`src/salc_ram.sv`:
```
// Generic single-write, single-read RAM with registered read data.
// No dependencies.
`default_nettype none

module salc_ram #(
   parameter int  WIDTH = 8,
   parameter int  DEPTH = 16,
   localparam int AW    = (DEPTH > 1) ? $clog2(DEPTH) : 1
) (
   input  wire logic             clock,
   input  wire logic             wr_en,
   input  wire logic [AW-1:0]    wr_addr,
   input  wire logic [WIDTH-1:0] wr_data,
   input  wire logic [AW-1:0]    rd_addr,
   output logic      [WIDTH-1:0] rd_data
);

   logic [WIDTH-1:0] mem_ff [DEPTH];
   logic [WIDTH-1:0] rd_data_ff;

   always_ff @(posedge clock) begin
      if (wr_en) begin
         mem_ff[wr_addr] <= wr_data;
      end
      rd_data_ff <= mem_ff[rd_addr];
   end

   assign rd_data = rd_data_ff;

endmodule

`default_nettype wire

```
`config.mk`:
```
export PLATFORM = sky130hd
export DESIGN_NAME = salc_ram
export DESIGN_NICKNAME = d
export VERILOG_FILES = /design/src/salc_ram.sv
export SDC_FILE = /design/constraint.sdc
export NUM_CORES = 1
export LEC_CHECK = 0
export BUFFER_PORTS_ARGS = -buffer_cell sky130_fd_sc_hd__buf_2
export CAP_MARGIN = 10
export CORE_MARGIN = 1
export CORE_UTILIZATION = 25
export DETAILED_ROUTE_END_ITERATION = 7
export PLACE_DENSITY = 0.35
export REMOVE_ABC_BUFFERS = 1
export SETUP_SLACK_MARGIN = 0.02
export SYNTH_ARGS = -nofsm -noshare
export SYNTH_HDL_FRONTEND = slang
export SYNTH_SLANG_ARGS = --single-unit
```
`constraint.sdc`:
```
create_clock -name clock -period 2.25 [get_ports clock]
set_clock_uncertainty 0.15 [all_clocks]
set_input_delay 0.3375 -clock clock [delete_from_list [all_inputs] [get_ports clock]]
set_output_delay 0.3375 -clock clock [all_outputs]
set_load 0.01 [all_outputs]
```
==> reports/results.txt, run 1 <==
The flow ran to the end, and the final reports show no timing, DRC or antenna violations. After synthesis the netlist holds a flip-flop and latch count of 136. In this run, the combinational gates consume 5.1% of the power.

The dominant cell by count in the synthesized netlist is edfxtp_1. The worst setup path is captured at a flop. The number of H-tree levels came out at 4. The internal power was 4.43 mW; the net count of the finished layout was 306.

In the routed layout, each cell is associated on average with a via count of 4.27. For the quantity of hold-fixing buffers added after cts, the log shows 0. STA puts the critical path data arrival time at 1.73 ns.

The proportion of netlist area held by the largest area contributor came out at 74.7%. The tools report the total routing resource utilization after global routing as 12.0%. The wire length of the first global-routing pass was 17600 um; the post-synthesis cell count was 229.

The via count of the first global-routing pass was 2667. The wire-length estimate of the detail-placed layout is 7790 um. The area growth from synthesis to layout is 21.1%.

The die is 145 um tall. Summing every instance area after synthesis gives 5150 um2. The run gives 2 as the buffer levels on the longest clock path. The clock net in this run drives a total of 136 sinks. The prevailing post-synth register cell was edfxtp_1. The minimum setup slack in the final design was 0.660 ns; the number of synthesis warnings was 0.

The type of the worst min-delay path was input port to flop. The startpoint identified for the worst register-to-register timing path is mem_ff[1][1]. The full die area is 21200 um2. Entering global routing, the biggest net connects 17 pins. For the count of inserted antenna diode cells, the log shows 0. The proportion of synthesized flip-flops having asynchronous set or reset works out to 0%. Net switching is 20.1% of the power. During I/O placement, the number of pins put on the boundary was 26. Gates resized during post-CTS repair numbered 0. Final hold analysis gives a worst-case slack of 0.167 ns. The width of the die is 145 um, and the number of enable-type register cells in the synthesized netlist is 128. After clock tree synthesis, the clock-pin slew on the worst setup and hold paths is 0.05 ns.

Cells fill 30.8% of the core in the end. The type of the setup path with the least slack was input port to flop. After floorplanning, the core was divided into 52 placement rows. Port buffering added 25 buffers. Based on the critical path, the design can be clocked at up to 0.629 GHz.

The number of cells in the design after placement is 539. The tools report the number of iterations in the first detailed-routing pass as 4. Reg-to-reg critical path endpoint: rd_data[1]. Of the total power, registers draw 51.5%. The analysis attributes to net switching a power of 1.11 mW. The average cell area after synthesis works out to 22.5 um2. For this run the aggregate overflow at the end of global routing stands at 0. The time the final worst path needs with I/O delays and setup came out at 1.59 ns.

The number of hold-slack violations in the final timing report came out at 0. The tools report the detailed-route DRC error count as 0. The setup TNS was 0 ns. Worst-margin pin slew: 0.515 ns.

VDD sags by at most 0.427 mV. The final estimated routing congestion in global placement is 0.697, and the instance count along the most critical hold path is 1. The initial antenna violation count was 0. Master cell of the clock root buffer: clkbuf_16. The overall via count from detail_route is 2423. For the worst slew slack as a fraction of its limit, the log shows 65.7%.

The worst-case hold path end point was mem_ff[7][7]. The share of the Yosys chip area taken by registers is 77.8%. Setup violations remaining at the end of the flow were counted as 0.

Leakage power of the design: 2.08 nW. The tools report the hold path startpoint as wr_data[7]. For flop-to-flop paths, the worst setup slack is 0.76 ns. The number of distinct standard cells referenced by the synthesized netlist was 19. In the final routed layout, each cell accounts on average for 21.0 um.

By area the synthesized netlist is led by edfxtp_1 75%, mux4_2 7.9%, mux4_1 7.1%, dfxtp_1 3.1%, a22oi_1 2.3%. For this design the ratio of total power to cell area is 888 nW/um2. The post-route cell area is 6240 um2, and the later-pin clock latency in the skew report is 0.41 ns. In the final layout, the share of cells above drive strength 1 is 29.9%.

Once placement finished, the instance area stood at 5740 um2. TritonCTS built the clock tree. The worst register-to-register path has a depth of 3. Once the floorplan was initialized, standard cells occupied 25.4% of the core. Setup repair after global routing left no endpoint under its margin. The count of nets left with antenna violations after detail routing was 0.

The count of cells in the finished layout, fillers not included, comes to 568. The completed layout was analyzed and its total power is 5.54 mW. The run gives 43.4% as the power share of the clock group. The share of the clock period used by the worst path after layout was 70.7%; the wire length after detailed routing was 11900 um. The tools report the number of setup buffers added after CTS as 0. In this run, the number of DRC markers left after iteration 0 of detailed routing was 189. The critical path launch point type is an input port. The final count of pins violating max slew is 0. The run gives 0.200 ns as the pre-CTS setup slack. In the synthesized netlist, the cells that appear most often are 128 x edfxtp_1, 18 x mux4_2, 16 x a22oi_1.

Library cell with the largest summed area after synthesis: edfxtp_1. For the number of buffers inserted during clock tree synthesis, the log shows 17. In this run the standard cell core region covers 20200 um2. For the required time of the critical path, the log shows 2.39 ns. In this run the worst path has a maximum fanout of 8.

Max-cap check violation count: 0.
layout make-up:
type	count	area, um2
sequential	136	4000
multi-input combinational	83	1060
timing repair buffer	50	338
tap	270	338
clock inverter	8	58.8
fill	1948	14000
clock buffer	21	440
cell usage in the layout, fill, tap and decap left out:
cell type / Yosys / routed
a22oi_1: 16 / 16
and2_1: 1 / 1
and2b_1: 1 / 1
buf_12: 0 / 2
buf_2: 3 / 25
buf_4: 1 / 23
bufinv_16: 0 / 1
clkbuf_1: 0 / 4
clkbuf_16: 0 / 17
clkinv_1: 0 / 5
clkinv_2: 0 / 2
dfxtp_1: 8 / 8
edfxtp_1: 128 / 128
mux4_1: 14 / 14
mux4_2: 18 / 18
nand2_1: 9 / 9
nand2b_1: 2 / 2
nand3_1: 1 / 1
nand3b_1: 2 / 2
nor2_1: 13 / 13
nor2b_1: 1 / 1
nor3_1: 4 / 4
or3b_2: 1 / 1
logic make-up (layout without fill, tap and decap cells):
| group | after synthesis | after routing | synth area share, % |
|---|---|---|---|
| AO/OA/AOI/OAI | 16 | 16 | 2.33 |
| multiplexers | 32 | 32 | 15.0 |
| AND/OR/NAND/NOR | 35 | 35 | 3.18 |
| flip-flops | 136 | 136 | 77.8 |
| buffers and inverters | 10 | 79 | 1.68 |
flip-flops by register name (all words and copies together), names as in the netlist:
| name | flops |
|---|---|
| mem_ff | 128 |
| rd_data | 8 |
worst max-delay path by stage:
stage                     from            to  slack (ns)  depth (start not counted)
floorplan           wr_addr[2]  mem_ff[0][0]        0.27                          2
global placement    rd_addr[0]    rd_data[4]        0.21                          5
detailed placement  rd_addr[0]    rd_data[4]        0.20                          5
CTS                 rd_addr[0]    rd_data[4]        0.63                          5
global route        rd_addr[0]    rd_data[4]        0.57                          5
finish              rd_addr[0]    rd_data[4]        0.66                          5
power by group through the flow:
stage,Sequential [mW],Combinational [mW],Clock (mW)
floorplan,2.91,0.114,0
global placement,2.91,0.290,0
detailed placement,2.91,0.293,0
CTS,2.86,0.293,2.46
global route,2.86,0.311,2.57
finish,2.86,0.283,2.40
worst max-delay path, stage by stage:
cell     delay [ns]
buf_2          0.21
buf_4          0.25
mux4_1         0.57
a22oi_1        0.26
nand2_1        0.09
layer usage:
metal  vias to the layer above  wire length, um  share of wire, %  GRT usage (%)
met5                         -                0                 0              0
met4                         0              110              0.92           3.63
met3                         8              405               3.4           3.76
met2                        42             5380                45           17.8
met1                      1286             6030                51           16.9
li1                       1087                -                 -              -
Note: power is estimated with default switching activity, not from simulation.
==> run 2, diff against run 1 <==
ABC_AREA = 1   (was default)
PLACE_DENSITY = 0.37   (was 0.35)
clock period = 1.45 ns   (was 2.25 ns; I/O delays follow)
==> reports/results.txt, run 2 <==
After synthesis the netlist holds a flip-flop and latch count of 136. The later-pin clock latency in the skew report is 0.42 ns, and the share of the clock period used by the worst path after layout is 88.8%. In the synthesized netlist, the cells that appear most often are 173 x nand2_1, 128 x edfxtp_1, 100 x inv_1.

Subtracting the final worst setup slack from the clock period gives 1.29 ns. In this design, the stage delay of the slowest critical-path cell is 0.36 ns. Summed over all nets, wire length on met3 after detailed routing comes to 494 um. For the final standard cell utilization of the core, the log shows 30.8%. The final layout contains routed wiring with a total length of 14600 um. The cell area that synthesis handed to floorplanning was 5770 um2.

In this run the mean area of a mapped cell was 10.5 um2. STA classifies the critical path endpoint as an output port. The signal on the critical path passes through buf_2. For this run, the number of Yosys warnings is 0.

The highest fanout seen on the critical path came out at 1. In this run the power density over the cells is 1320 nW/um2. After the last flow step, the layout net total stands at 625. The worst-case IR drop observed on VDD is 0.708 mV.

The register with the most flip-flops was mem_ff. The run gives 26 as the count of boundary I/O pins. The initial cell density of the core is 25.5%. For the final count of pins violating max slew, the log shows 0. The count of cells in the finished layout, fillers not included, comes to 905.

The area growth from synthesis to layout is 21.0%. The die height works out to 154 um. The worst path buffer plus inverter count was 1; the total routing resource utilization after global routing was 13.3%.

The post-route cell area is 6980 um2. The worst setup path is of the flop to output port kind. For the initial antenna violation count, the log shows 0.

The switching portion of total power is 22.9%. The total of fill cells in the finished design came out at 2331. In this design, the largest share of critical-path delay is due to flip-flops. The number of different library cells used by synthesis comes to 12. The register with the most flip-flops in the layout has 128 of them. The number of hold-slack violations in the final timing report is 0. Across the whole layout, storage elements account for 4000 um2. For this design the static power due to leakage is 2.99 nW.

The required time of the critical path is 1.08 ns, and the sequential element share of the synthesized area is 69.4%. Yosys attributes the largest share of cell area to edfxtp_1 67%, nand2_1 11%, nand3_1 8.4%, inv_1 6.5%, dfxtp_1 2.8%. The width of the die was 154 um. Standard cell with the maximum stage delay on the critical path: dfxtp_1. The pre-CTS setup slack came out at -0.0390 ns.

For the number of buffers inserted during clock tree synthesis, the log shows 17. The tree is rooted in a clkbuf_16. For the pin with the worst max-slew slack, the measured transition is 0.422 ns. The H-tree was split into 4 levels.

The overall via count from detail_route is 3845. Static timing analysis puts the maximum clock frequency at 0.777 GHz. After synthesis, the largest area contributor takes up 66.7% of total cell area. The average wire per standard cell works out to 16.1 um. The tools report the data arrival time of the worst path as 0.92 ns.

In this run the cell area measured after placement is 6400 um2. After detailed routing, the wire length on met1 is 7060 um. Commonest non-fill, non-tap cell in the layout: nand2_1.

Adding up every negative setup slack in the final design gives 0 ns. The library cells used most frequently in the layout, excluding fill and tap cells, are 173 x nand2_1, 128 x edfxtp_1, 100 x inv_1. The smallest hold slack is 0.0859 ns, and the power share of the clock group is 45.7%. Quantity of hold-fixing buffers added after cts: 0. For the number of clock sinks, the log shows 136.

STA classifies the critical path startpoint as a flop. The number of antenna diodes in the final layout is 0. The tools report the minimum setup slack in the final design as 0.163 ns. For the DRC marker count from the first detailed-route iteration, the log shows 271. The most used flip-flop cell after synthesis is edfxtp_1. Entering global routing, the biggest net connects 57 pins. The count of nets left with antenna violations after detail routing is 0, and the post-synthesis cell count is 551.

The post-detailed-route via-to-cell ratio is 4.25. The tool flagged a number of max-cap violations equal to 0. Number of buffers inserted by port buffering: 25. At the end of routability-driven placement, the weighted congestion stood at 0.725.

Combinational share of power: 6.4%. For the reported net switching power, the log shows 2.11 mW. The first global-routing pass estimated 23300 um of wire.

The flow ran to the end, and the final reports show no timing, DRC or antenna violations. Number of setup buffers added after CTS: 0. The run gives 71.9% as the worst slew slack as a fraction of its limit. After detailed routing, the number of remaining DRC violations is 0. Of the cells placed in the final design, the portion with a size suffix greater than 1 is 15.0%. After clock tree synthesis, the clock-pin slew on the worst setup and hold paths is 0.06 ns.

The most common cell in the synthesized netlist is nand2_1. Number of cells in the design after placement: 873. The number of enable-type register cells in the synthesized netlist is 128, and the final-report setup violation count is 0. After synthesis, the share of flip-flops with an asynchronous set or reset is 0%. Via count of the first global-routing pass: 3936. Summing all multi-input logic gate instances after layout gives 1210 um2. After layout, the design draws a total of 9.22 mW.

Setup repair after global routing left no endpoint under its margin. The synthesized design spends more area on one cell type than any other, namely edfxtp_1. The tools report the full die area as 23700 um2. TritonCTS built the clock tree.

The floorplan core area was 22600 um2; the part of the total power dissipated in sequential elements was 47.9%. The number of iterations in the first detailed-routing pass came out at 6. The initialized floorplan defines 55 standard-cell rows. The type of the worst min-delay path was input port to flop. The run gives 0 as the sum of overflow across all layers after global routing. Detailed routing placed a total of 6850 um of wire on met2. The run gives 2 as the buffer levels on the longest clock path. Highest layer used for signal routing: met4.

The wire-length estimate of the detail-placed layout is 9830 um. The internal power was 7.11 mW; the number of gates given a new drive strength after cts was 0.
-- run 2: cells by family after synthesis --
| kind of cell | synth area share, % |
|---|---|
| AND/OR/NAND/NOR | 21.0 |
| flip-flops | 69.4 |
| buffers and inverters | 9.52 |
-- run 2: worst paths after layout --
path	startpoint	endpoint	slack, ns	depth (start not counted)
setup / recovery	rd_data[2]	rd_data[2]	0.16	1
hold / removal	wr_data[4]	mem_ff[1][4]	0.09	1
setup reg to reg	mem_ff[8][1]	rd_data[1]	0.33	6
hold reg to reg	mem_ff[13][2]	rd_data[2]	0.52	6
-- run 2: routing by layer --
metal	up-vias	track usage (%)
met3	18	2.71
met4	0	4.57
met2	61	21.3
met5	-	0
met1	1884	18.0
li1	1882	-
-- run 2: cell type report --
cell class / count / area share, %
Clock buffer: 17 / 6.09
Multi-Input combinational cell: 289 / 17.4
Inverter: 102 / 5.48
Clock inverter: 15 / 2.19
Timing Repair Buffer: 61 / 6.38
Tap cell: 285 / 5.11
Sequential cell: 136 / 57.4
-- run 2: power by group through the flow --
stage | Sequential, mW | Clock [mW] | Combinational, mW
final | 4.42 | 4.22 | 0.586
after CTS | 4.42 | 4.31 | 0.602
after detailed placement | 4.50 | 0 | 0.601
after floorplan | 4.51 | 0 | 0.237
after global placement | 4.50 | 0 | 0.605
after global routing | 4.43 | 4.46 | 0.662
